**src/rtl/tksd_pkg.sv**
```systemverilog
// tksd_pkg: types, key codes and decode functions of the terminal key sequence decoder
// no dependencies; used by the channel interfaces and the core

package tksd_pkg;

  typedef logic [7:0] rx_byte_t;
  typedef logic [8:0] key_code_t;
  typedef logic [15:0] param_t;

  typedef enum logic [1:0] {
    PH_IDLE = 2'd0,
    PH_ESC  = 2'd1,
    PH_SS3  = 2'd2,
    PH_CSI  = 2'd3
  } phase_e;

  typedef enum logic [1:0] {
    PP_FIRST  = 2'd0,
    PP_SECOND = 2'd1,
    PP_DONE   = 2'd2
  } param_phase_e;

  typedef struct packed {
    param_phase_e pp;
    param_t       p1;
    param_t       p2;
    logic         seen1;
    logic         seen2;
  } params_t;

  localparam params_t PARAMS_RST = '{pp: PP_FIRST, p1: 16'd1, p2: 16'd1,
                                     seen1: 1'b0, seen2: 1'b0};

  localparam rx_byte_t CH_ESC   = 8'h1B;
  localparam rx_byte_t CH_O     = 8'h4F;
  localparam rx_byte_t CH_LBR   = 8'h5B;
  localparam rx_byte_t CH_TILDE = 8'h7E;
  localparam rx_byte_t CH_CARET = 8'h5E;
  localparam rx_byte_t CH_SEMI  = 8'h3B;
  localparam rx_byte_t CH_ZERO  = 8'h30;
  localparam rx_byte_t CH_NINE  = 8'h39;
  localparam rx_byte_t CH_H     = 8'h48;
  localparam rx_byte_t CH_F     = 8'h46;
  localparam rx_byte_t CH_A     = 8'h41;
  localparam rx_byte_t CH_B     = 8'h42;
  localparam rx_byte_t CH_C     = 8'h43;
  localparam rx_byte_t CH_D     = 8'h44;
  localparam rx_byte_t FINAL_LO = 8'h40;
  localparam rx_byte_t FINAL_HI = 8'h7E;

  localparam key_code_t KEY_ESC       = 9'd27;
  localparam key_code_t KEY_LEFT      = 9'd256;
  localparam key_code_t KEY_RIGHT     = 9'd257;
  localparam key_code_t KEY_DOWN      = 9'd258;
  localparam key_code_t KEY_UP        = 9'd259;
  localparam key_code_t KEY_PGUP      = 9'd260;
  localparam key_code_t KEY_PGDN      = 9'd261;
  localparam key_code_t KEY_HOME      = 9'd262;
  localparam key_code_t KEY_END       = 9'd263;
  localparam key_code_t KEY_CTRL_HOME = 9'd264;
  localparam key_code_t KEY_CTRL_END  = 9'd265;
  localparam key_code_t KEY_DELETE    = 9'd266;

  localparam logic [19:0] PARAM_SAT = 20'd65535;

  function automatic param_t add_digit(param_t value, logic seen, logic [3:0] d);
    logic [19:0] v;
    v = {1'b0, value, 3'b000} + {3'b000, value, 1'b0} + {16'd0, d};
    if (!seen) begin
      return {12'd0, d};
    end
    return (v > PARAM_SAT) ? 16'hFFFF : v[15:0];
  endfunction

  function automatic key_code_t decode_ss3(rx_byte_t b);
    key_code_t k;
    unique case (b)
      CH_H:    k = KEY_HOME;
      CH_F:    k = KEY_END;
      CH_A:    k = KEY_UP;
      CH_B:    k = KEY_DOWN;
      CH_C:    k = KEY_RIGHT;
      CH_D:    k = KEY_LEFT;
      default: k = KEY_ESC;
    endcase
    return k;
  endfunction

  function automatic key_code_t decode_csi(rx_byte_t b, param_t p1, param_t p2);
    param_t    pm1;
    logic      ctrl;
    key_code_t home;
    key_code_t fend;
    key_code_t k;
    pm1  = p2 - 16'd1;
    ctrl = pm1[2];
    home = ctrl ? KEY_CTRL_HOME : KEY_HOME;
    fend = ctrl ? KEY_CTRL_END : KEY_END;
    unique case (b)
      CH_H: k = home;
      CH_F: k = fend;
      CH_A: k = KEY_UP;
      CH_B: k = KEY_DOWN;
      CH_C: k = KEY_RIGHT;
      CH_D: k = KEY_LEFT;
      CH_TILDE: begin
        unique case (p1)
          16'd1, 16'd7: k = home;
          16'd4, 16'd8: k = fend;
          16'd3:        k = KEY_DELETE;
          16'd5:        k = KEY_PGUP;
          16'd6:        k = KEY_PGDN;
          default:      k = KEY_ESC;
        endcase
      end
      CH_CARET: begin
        priority if (p1 == 16'd7) begin
          k = KEY_CTRL_HOME;
        end else if (p1 == 16'd8) begin
          k = KEY_CTRL_END;
        end else begin
          k = KEY_ESC;
        end
      end
      default: k = KEY_ESC;
    endcase
    return k;
  endfunction

endpackage

```
**src/rtl/tksd_if.sv**
```systemverilog
// tksd_in_if and tksd_out_if: valid/ready channels of the key sequence decoder
// depends on tksd_pkg for the payload types

interface tksd_in_if;
  logic                valid;
  logic                ready;
  tksd_pkg::rx_byte_t  rx_byte;
  logic                timed_out;

  modport source (output valid, output rx_byte, output timed_out, input ready);
  modport sink (input valid, input rx_byte, input timed_out, output ready);
endinterface

interface tksd_out_if;
  logic                valid;
  logic                ready;
  tksd_pkg::key_code_t key_code;

  modport source (output valid, output key_code, input ready);
  modport sink (input valid, input key_code, output ready);
endinterface

```
**src/rtl/terminal_key_sequence_decoder_core.sv**
```systemverilog
// terminal_key_sequence_decoder_core: byte/timeout parser for CSI and SS3 key escapes
// depends on tksd_pkg and the tksd_in_if / tksd_out_if channel interfaces
//
// usage:
//   in_i  takes one word per handshake: a terminal byte, or a timeout event
//         (timed_out high, byte ignored)
//   out_o gives one key code word for each byte or timeout that completes a key;
//         bytes inside an escape sequence give no word
//   a word is accepted on a rising edge with valid and ready both high
// timing:
//   one input word per cycle sustained until both output entries are full; the key
//   code appears on out_o from the result register fed by the parser state
//   a two-entry output buffer (result register plus skid) keeps in_i ready while
//   one result waits; in_i drops ready only when both entries are full
// reset:
//   rst_ni low clears the parser to idle, default parameters and empty buffer
// stall:
//   while out_o is stalled results are held in order, none dropped

module terminal_key_sequence_decoder_core #(
  parameter int MAX_COLLECT = 23
) (
  input  logic       clk_i,
  input  logic       rst_ni,
  tksd_in_if.sink    in_i,
  tksd_out_if.source out_o
);
  import tksd_pkg::*;

  localparam int CntW = $clog2(MAX_COLLECT);

  phase_e          phase_q, phase_d;
  params_t         par_q, par_d;
  logic [CntW-1:0] cnt_q, cnt_d;

  logic      out_vld_q, out_vld_d;
  key_code_t out_key_q, out_key_d;
  logic      skid_vld_q, skid_vld_d;
  key_code_t skid_key_q, skid_key_d;

  logic      accept;
  logic      res_vld;
  key_code_t res_key;
  logic      fin;
  logic      is_digit;
  logic      is_final;
  logic [3:0] digit;
  rx_byte_t  b;
  rx_byte_t  dsub;

  assign b        = in_i.rx_byte;
  assign accept   = in_i.valid & in_i.ready;
  assign is_digit = (b >= CH_ZERO) && (b <= CH_NINE);
  assign is_final = (b >= FINAL_LO) && (b <= FINAL_HI);
  assign dsub     = b - CH_ZERO;
  assign digit    = dsub[3:0];

  // parser step
  always_comb begin
    phase_d = phase_q;
    par_d   = par_q;
    cnt_d   = cnt_q;
    res_vld = 1'b0;
    res_key = KEY_ESC;
    fin     = 1'b0;
    if (accept) begin
      if (phase_q == PH_IDLE) begin
        if (!in_i.timed_out) begin
          if (b == CH_ESC) begin
            phase_d = PH_ESC;
          end else begin
            res_vld = 1'b1;
            res_key = {1'b0, b};
          end
        end
      end else if (in_i.timed_out) begin
        fin = 1'b1;
      end else begin
        unique case (phase_q)
          PH_IDLE: ;
          PH_ESC: begin
            priority if (b == CH_O) begin
              phase_d = PH_SS3;
            end else if (b == CH_LBR) begin
              phase_d = PH_CSI;
              par_d   = PARAMS_RST;
              cnt_d   = '0;
            end else begin
              fin = 1'b1;
            end
          end
          PH_SS3: begin
            fin     = 1'b1;
            res_key = decode_ss3(b);
          end
          PH_CSI: begin
            if (is_final) begin
              fin     = 1'b1;
              res_key = decode_csi(b, par_q.p1, par_q.p2);
            end else begin
              unique case (par_q.pp)
                PP_FIRST: begin
                  priority if (is_digit) begin
                    par_d.p1    = add_digit(par_q.p1, par_q.seen1, digit);
                    par_d.seen1 = 1'b1;
                  end else if (b == CH_SEMI && par_q.seen1) begin
                    par_d.pp = PP_SECOND;
                  end else begin
                    par_d.pp = PP_DONE;
                  end
                end
                PP_SECOND: begin
                  if (is_digit) begin
                    par_d.p2    = add_digit(par_q.p2, par_q.seen2, digit);
                    par_d.seen2 = 1'b1;
                  end else begin
                    par_d.pp = PP_DONE;
                  end
                end
                default: ;
              endcase
              if (cnt_q == CntW'(MAX_COLLECT - 1)) begin
                fin = 1'b1;
              end else begin
                cnt_d = cnt_q + 1'b1;
              end
            end
          end
        endcase
      end
      if (fin) begin
        phase_d = PH_IDLE;
        par_d   = PARAMS_RST;
        cnt_d   = '0;
        res_vld = 1'b1;
      end
    end
  end

  // output register plus skid entry
  assign in_i.ready     = !skid_vld_q;
  assign out_o.valid    = out_vld_q;
  assign out_o.key_code = out_key_q;

  always_comb begin
    out_vld_d  = out_vld_q;
    out_key_d  = out_key_q;
    skid_vld_d = skid_vld_q;
    skid_key_d = skid_key_q;
    if (out_o.ready && out_vld_q) begin
      out_vld_d  = skid_vld_q;
      out_key_d  = skid_key_q;
      skid_vld_d = 1'b0;
    end
    if (res_vld) begin
      if (!out_vld_d) begin
        out_vld_d = 1'b1;
        out_key_d = res_key;
      end else begin
        skid_vld_d = 1'b1;
        skid_key_d = res_key;
      end
    end
  end

  always_ff @(posedge clk_i or negedge rst_ni) begin
    if (!rst_ni) begin
      phase_q    <= PH_IDLE;
      par_q      <= PARAMS_RST;
      cnt_q      <= '0;
      out_vld_q  <= 1'b0;
      skid_vld_q <= 1'b0;
    end else begin
      phase_q    <= phase_d;
      par_q      <= par_d;
      cnt_q      <= cnt_d;
      out_vld_q  <= out_vld_d;
      skid_vld_q <= skid_vld_d;
    end
  end

  always_ff @(posedge clk_i) begin
    out_key_q  <= out_key_d;
    skid_key_q <= skid_key_d;
  end

endmodule
```
**src/flat_wrapper.sv**
```systemverilog
// flat-port wrapper written by rule: the top's interface ports become plain ports
module terminal_key_sequence_decoder_core_flat import tksd_pkg::*;
#(
  parameter int MAX_COLLECT = 23
)
  (clk_i, rst_ni, in_i_valid, in_i_rx_byte, in_i_timed_out, in_i_ready, out_o_valid, out_o_key_code, out_o_ready);
  tksd_in_if in_i_i ();
  tksd_out_if out_o_i ();
  input  logic clk_i;
  input  logic rst_ni;
  input wire logic [$bits(in_i_i.valid)-1:0] in_i_valid;
  input wire logic [$bits(in_i_i.rx_byte)-1:0] in_i_rx_byte;
  input wire logic [$bits(in_i_i.timed_out)-1:0] in_i_timed_out;
  output wire logic [$bits(in_i_i.ready)-1:0] in_i_ready;
  output wire logic [$bits(out_o_i.valid)-1:0] out_o_valid;
  output wire logic [$bits(out_o_i.key_code)-1:0] out_o_key_code;
  input wire logic [$bits(out_o_i.ready)-1:0] out_o_ready;
  assign in_i_i.valid = in_i_valid;
  assign in_i_i.rx_byte = in_i_rx_byte;
  assign in_i_i.timed_out = in_i_timed_out;
  assign in_i_ready = in_i_i.ready;
  assign out_o_valid = out_o_i.valid;
  assign out_o_key_code = out_o_i.key_code;
  assign out_o_i.ready = out_o_ready;
  terminal_key_sequence_decoder_core #(.MAX_COLLECT(MAX_COLLECT)) u_core (.clk_i(clk_i), .rst_ni(rst_ni), .in_i(in_i_i), .out_o(out_o_i));
endmodule
```
**config.mk**
```make
export PLATFORM = sky130hd
export DESIGN_NAME = terminal_key_sequence_decoder_core_flat
export DESIGN_NICKNAME = d
export VERILOG_FILES = /design/src/rtl/tksd_pkg.sv /design/src/rtl/tksd_if.sv /design/src/rtl/terminal_key_sequence_decoder_core.sv /design/src/flat_wrapper.sv
export SDC_FILE = /design/constraint.sdc
export NUM_CORES = 1
export LEC_CHECK = 0
export ABC_AREA = 1
export BUFFER_PORTS_ARGS = -buffer_cell sky130_fd_sc_hd__buf_2
export CORE_AREA = 5 5 111 102
export DETAILED_ROUTE_END_ITERATION = 8
export DIE_AREA = 0 0 116 107
export PLACE_DENSITY_LB_ADDON = 0.3
export SYNTH_ARGS = -nofsm -noshare
export SYNTH_HDL_FRONTEND = slang
export SYNTH_SLANG_ARGS = --single-unit
```
**constraint.sdc**
```tcl
create_clock -name clk_i -period 3.5 [get_ports clk_i]
set_input_delay 0.175 -clock clk_i [delete_from_list [all_inputs] [get_ports clk_i]]
set_output_delay 0.175 -clock clk_i [all_outputs]
set_load 0.02 [all_outputs]
```
==> metrics <==
total grt overflow 0; hold buffer count at cts 0; Worst EP required 3.71 ns; synth top area cells dfrtp_1, nand2_1, ha_1; P_int 1300 uW; Most Frequent Cell on Critical Path nand2_1; largest family of logic cells by synthesized area simple AND/OR/NAND/NOR gates; syn_nets around 1000; Synth Area in XOR/XNOR 3.79%; Worst VDD drop 0.266 mV; Yosys cell types 48; Die H 107 um; nets approximately 1000; reg2reg end u_core.par_q[15]; sequential fraction of the synthesis area between 20% and 30%; cell taking the most area after synthesis dfrtp_1; Synth top area share between 15 and 20%; Tmin final 3.06 ns; status finished, final reports clean; postcts setup bufs 0; net switching power 376 uW; most instantiated cells after synthesis nand2_1, nand3_1, nor2_1; Post-Synth Adder-Cell Area 14.1%; die area approximately 12000 um2; CTS HTree Levels 3; post-synthesis mux area share 0.160%; clock group share of total power 51.6%; die width 116 um; CTS tree yes; Crit. Startpoint u_core.par_q[2]; Detailed Place HPWL 11.6 mm; Crit Path Max Fanout 9; worst setup path end u_core.par_q[15]; worst setup path class reg -> reg; Total Power 1680 uW; Lkg Pwr 0.00371 uW; Hold/Removal Path Class in -> async; vias in the first global route approximately 5700; clock slew at reported path FFs 0.05 ns; CTS root buf clkbuf_16; Clock Latency Late Sink 0.33 ns; f_max 0.327 GHz; Max-cap violations 0; RSZ-0062 raised after global routing no; flop and latch count out of synthesis 63; final setup fails 0; GRT met2 Usage 43.3%; Slowest cell on crit path dfstp_2; Post-synth top flop dfrtp_1; M1 GR Usage 34.3%; met3 usage 2.77%; CP peak stage delay roughly 0.56 ns; Final Cycle Share 87.4%; clk buf depth 2; remaining antenna violation count 0; Flop pwr share a little over two fifths; Filler cells 908; Final Hold Vio Count 0; Final Skew 0.00617 ns; via count 6050; Slew HR 32.8%; CTS buffer count 9; CTS sink cnt 63; sw frac 22.4%; drt first pass iters 6; num ports 24; Total GRT Usage 25.4%; gpl congestion 0.899; post-synthesis simple-gate area fraction 39.5%; number of synthesized flops with an enable pin 9; wire per inst 14.1 um; initial antenna violation count 0; DRC 0; most numerous cell in the Yosys netlist nand2_1; diode count 0; combinational fraction of design power 4.3%; share of cells above drive strength 1 10.8%; number of DRC markers in iteration 0 501; Crit path arrival time 3.27 ns; CP endpoint kind flop; Reg-to-Reg Start u_core.par_q[2]; Syn Area/Cell ~6.8 um2; asr flop ratio synth 71.4%; Reg2Reg Depth 15; layout overhead on the synthesized area 7.98%; worst path cell trace fa_1, fa_1, nand2_1, nand3_1, nand3_1, nand2_1, nand3_1, nand2_1, nand2_1, nand2_1, nor2_2, buf_4, nand3_1, nand3_2, nand2_1; core area 10100 um2; Starting Density about 62%; number of port buffers 23; Synth Area in Compound Gates 10.1%; row count 35; Routed WL between 15 and 20 mm; Startpoint Class flop; Yosys warning count 0; CTS resizes 0; Synth Cell Area 6240 um2; gr busiest metal met2; R2R Setup Slk 0.44 ns; largest net degree at the start of global routing 46; Avg Vias per Cell 5.65; Setup TNS Final 0 ns; global-route wire length before repair 26.1 mm; Slew @ Worst Pin slightly above 1 ns; Slew Viols, Final 0; power density over cell area 249 nW/um2; cell count after synthesis 912
==> power groups by stage <==
stage                     clock (uW)  sequential [uW]  combinational (uW)
after floorplan                    0              754                37.4
after global placement             0              753                70.7
after detailed placement           0              753                71.8
after CTS                        881              740                72.6
after global routing             912              740                81.4
final                            868              740                72.6
==> worst min path at each step <==
stage | endpoint | slack (ns) | depth (start not counted)
CTS | u_core.par_q[15] | 0.05 | 1
detailed placement | u_core.par_q[15] | 0.40 | 1
global route | u_core.par_q[15] | 0.11 | 1
finish | u_core.par_q[15] | 0.02 | 1
floorplan | u_core.cnt_q[0] | -0.12 | 0
global placement | u_core.par_q[15] | 0.40 | 1
==> flip-flops by register name, summed over array words and instances, names as in the netlist <==
register and cells:
u_core.phase_q 2, u_core.out_o.key_code 9, u_core.cnt_q 5, u_core.par_q 36, u_core.out_o.valid 1, u_core.skid_key_q 9
u_core.skid_vld_q 1
==> cells by family (layout without fill, tap and decap cells) <==
| kind of cell | count (synthesis) | in the layout |
|---|---|---|
| AND/OR/NAND/NOR | 537 | 537 |
| flip-flops | 63 | 63 |
| XOR/XNOR | 27 | 27 |
| multiplexers | 1 | 1 |
| AO/OA/AOI/OAI | 112 | 112 |
| buffers and inverters | 104 | 133 |
| adder cells (fa/ha/maj) | 68 | 68 |
==> through the flow <==
step	worst slack [ns]	utilization, %	instance area [um2]	std cells	hold slack [ns]
after floorplan	0.749	-	6240	912	-0.121
after global placement	0.558	64.0	6450	1054	0.398
after detailed placement	0.484	64.0	6450	1054	0.404
after CTS	0.453	66.9	6740	1070	0.0514
after global routing	0.216	66.9	6740	1070	0.108
final	0.440	66.9	6740	1070	0.0214
==> metal layers <==
metal	part of all wire, %	vias up	routed length (um)
li1	-	3093	-
met1	47	2745	7040
met2	47	182	7040
met3	4.7	30	711
met4	1.8	0	270
met5	0	-	0
==> cell type report <==
class / instances / area [um2] / area share, %
multi-input combinational: 745 / 4220 / 62.7
sequential: 63 / 1580 / 23.4
inverter: 90 / 340 / 5.05
clock buffer: 9 / 225 / 3.34
tap: 129 / 161 / 2.40
timing repair buffer: 27 / 145 / 2.15
clock inverter: 7 / 63.8 / 0.947
==> cells in the final DEF (no fill, tap or decap), drive strengths merged, types with 2 or more instances in the layout <==
cell,count
nand3,124
nand2,266
dfstp,2
clkinv,5
xor2,11
o21ai,45
fa,4
a21oi,49
a31oi,5
edfxtp,9
buf,27
dfxtp,9
clkbuf,9
nor2,107
nor3,13
nand4,19
o21bai,6
nand3b,3
o211ai,2
dfrtp,43
ha,64
xnor2,16
clkinvlp,2
or2,3
a21o,2
inv,89
==> critical path, delay by kind of cell (launching register included) <==
kind          cells  cell delay [ns]
buf+inv           1             0.22
simple gates     12             1.17
flops             1             0.56
fa+ha+maj         2             0.98
(Power assumes the default switching activity.)
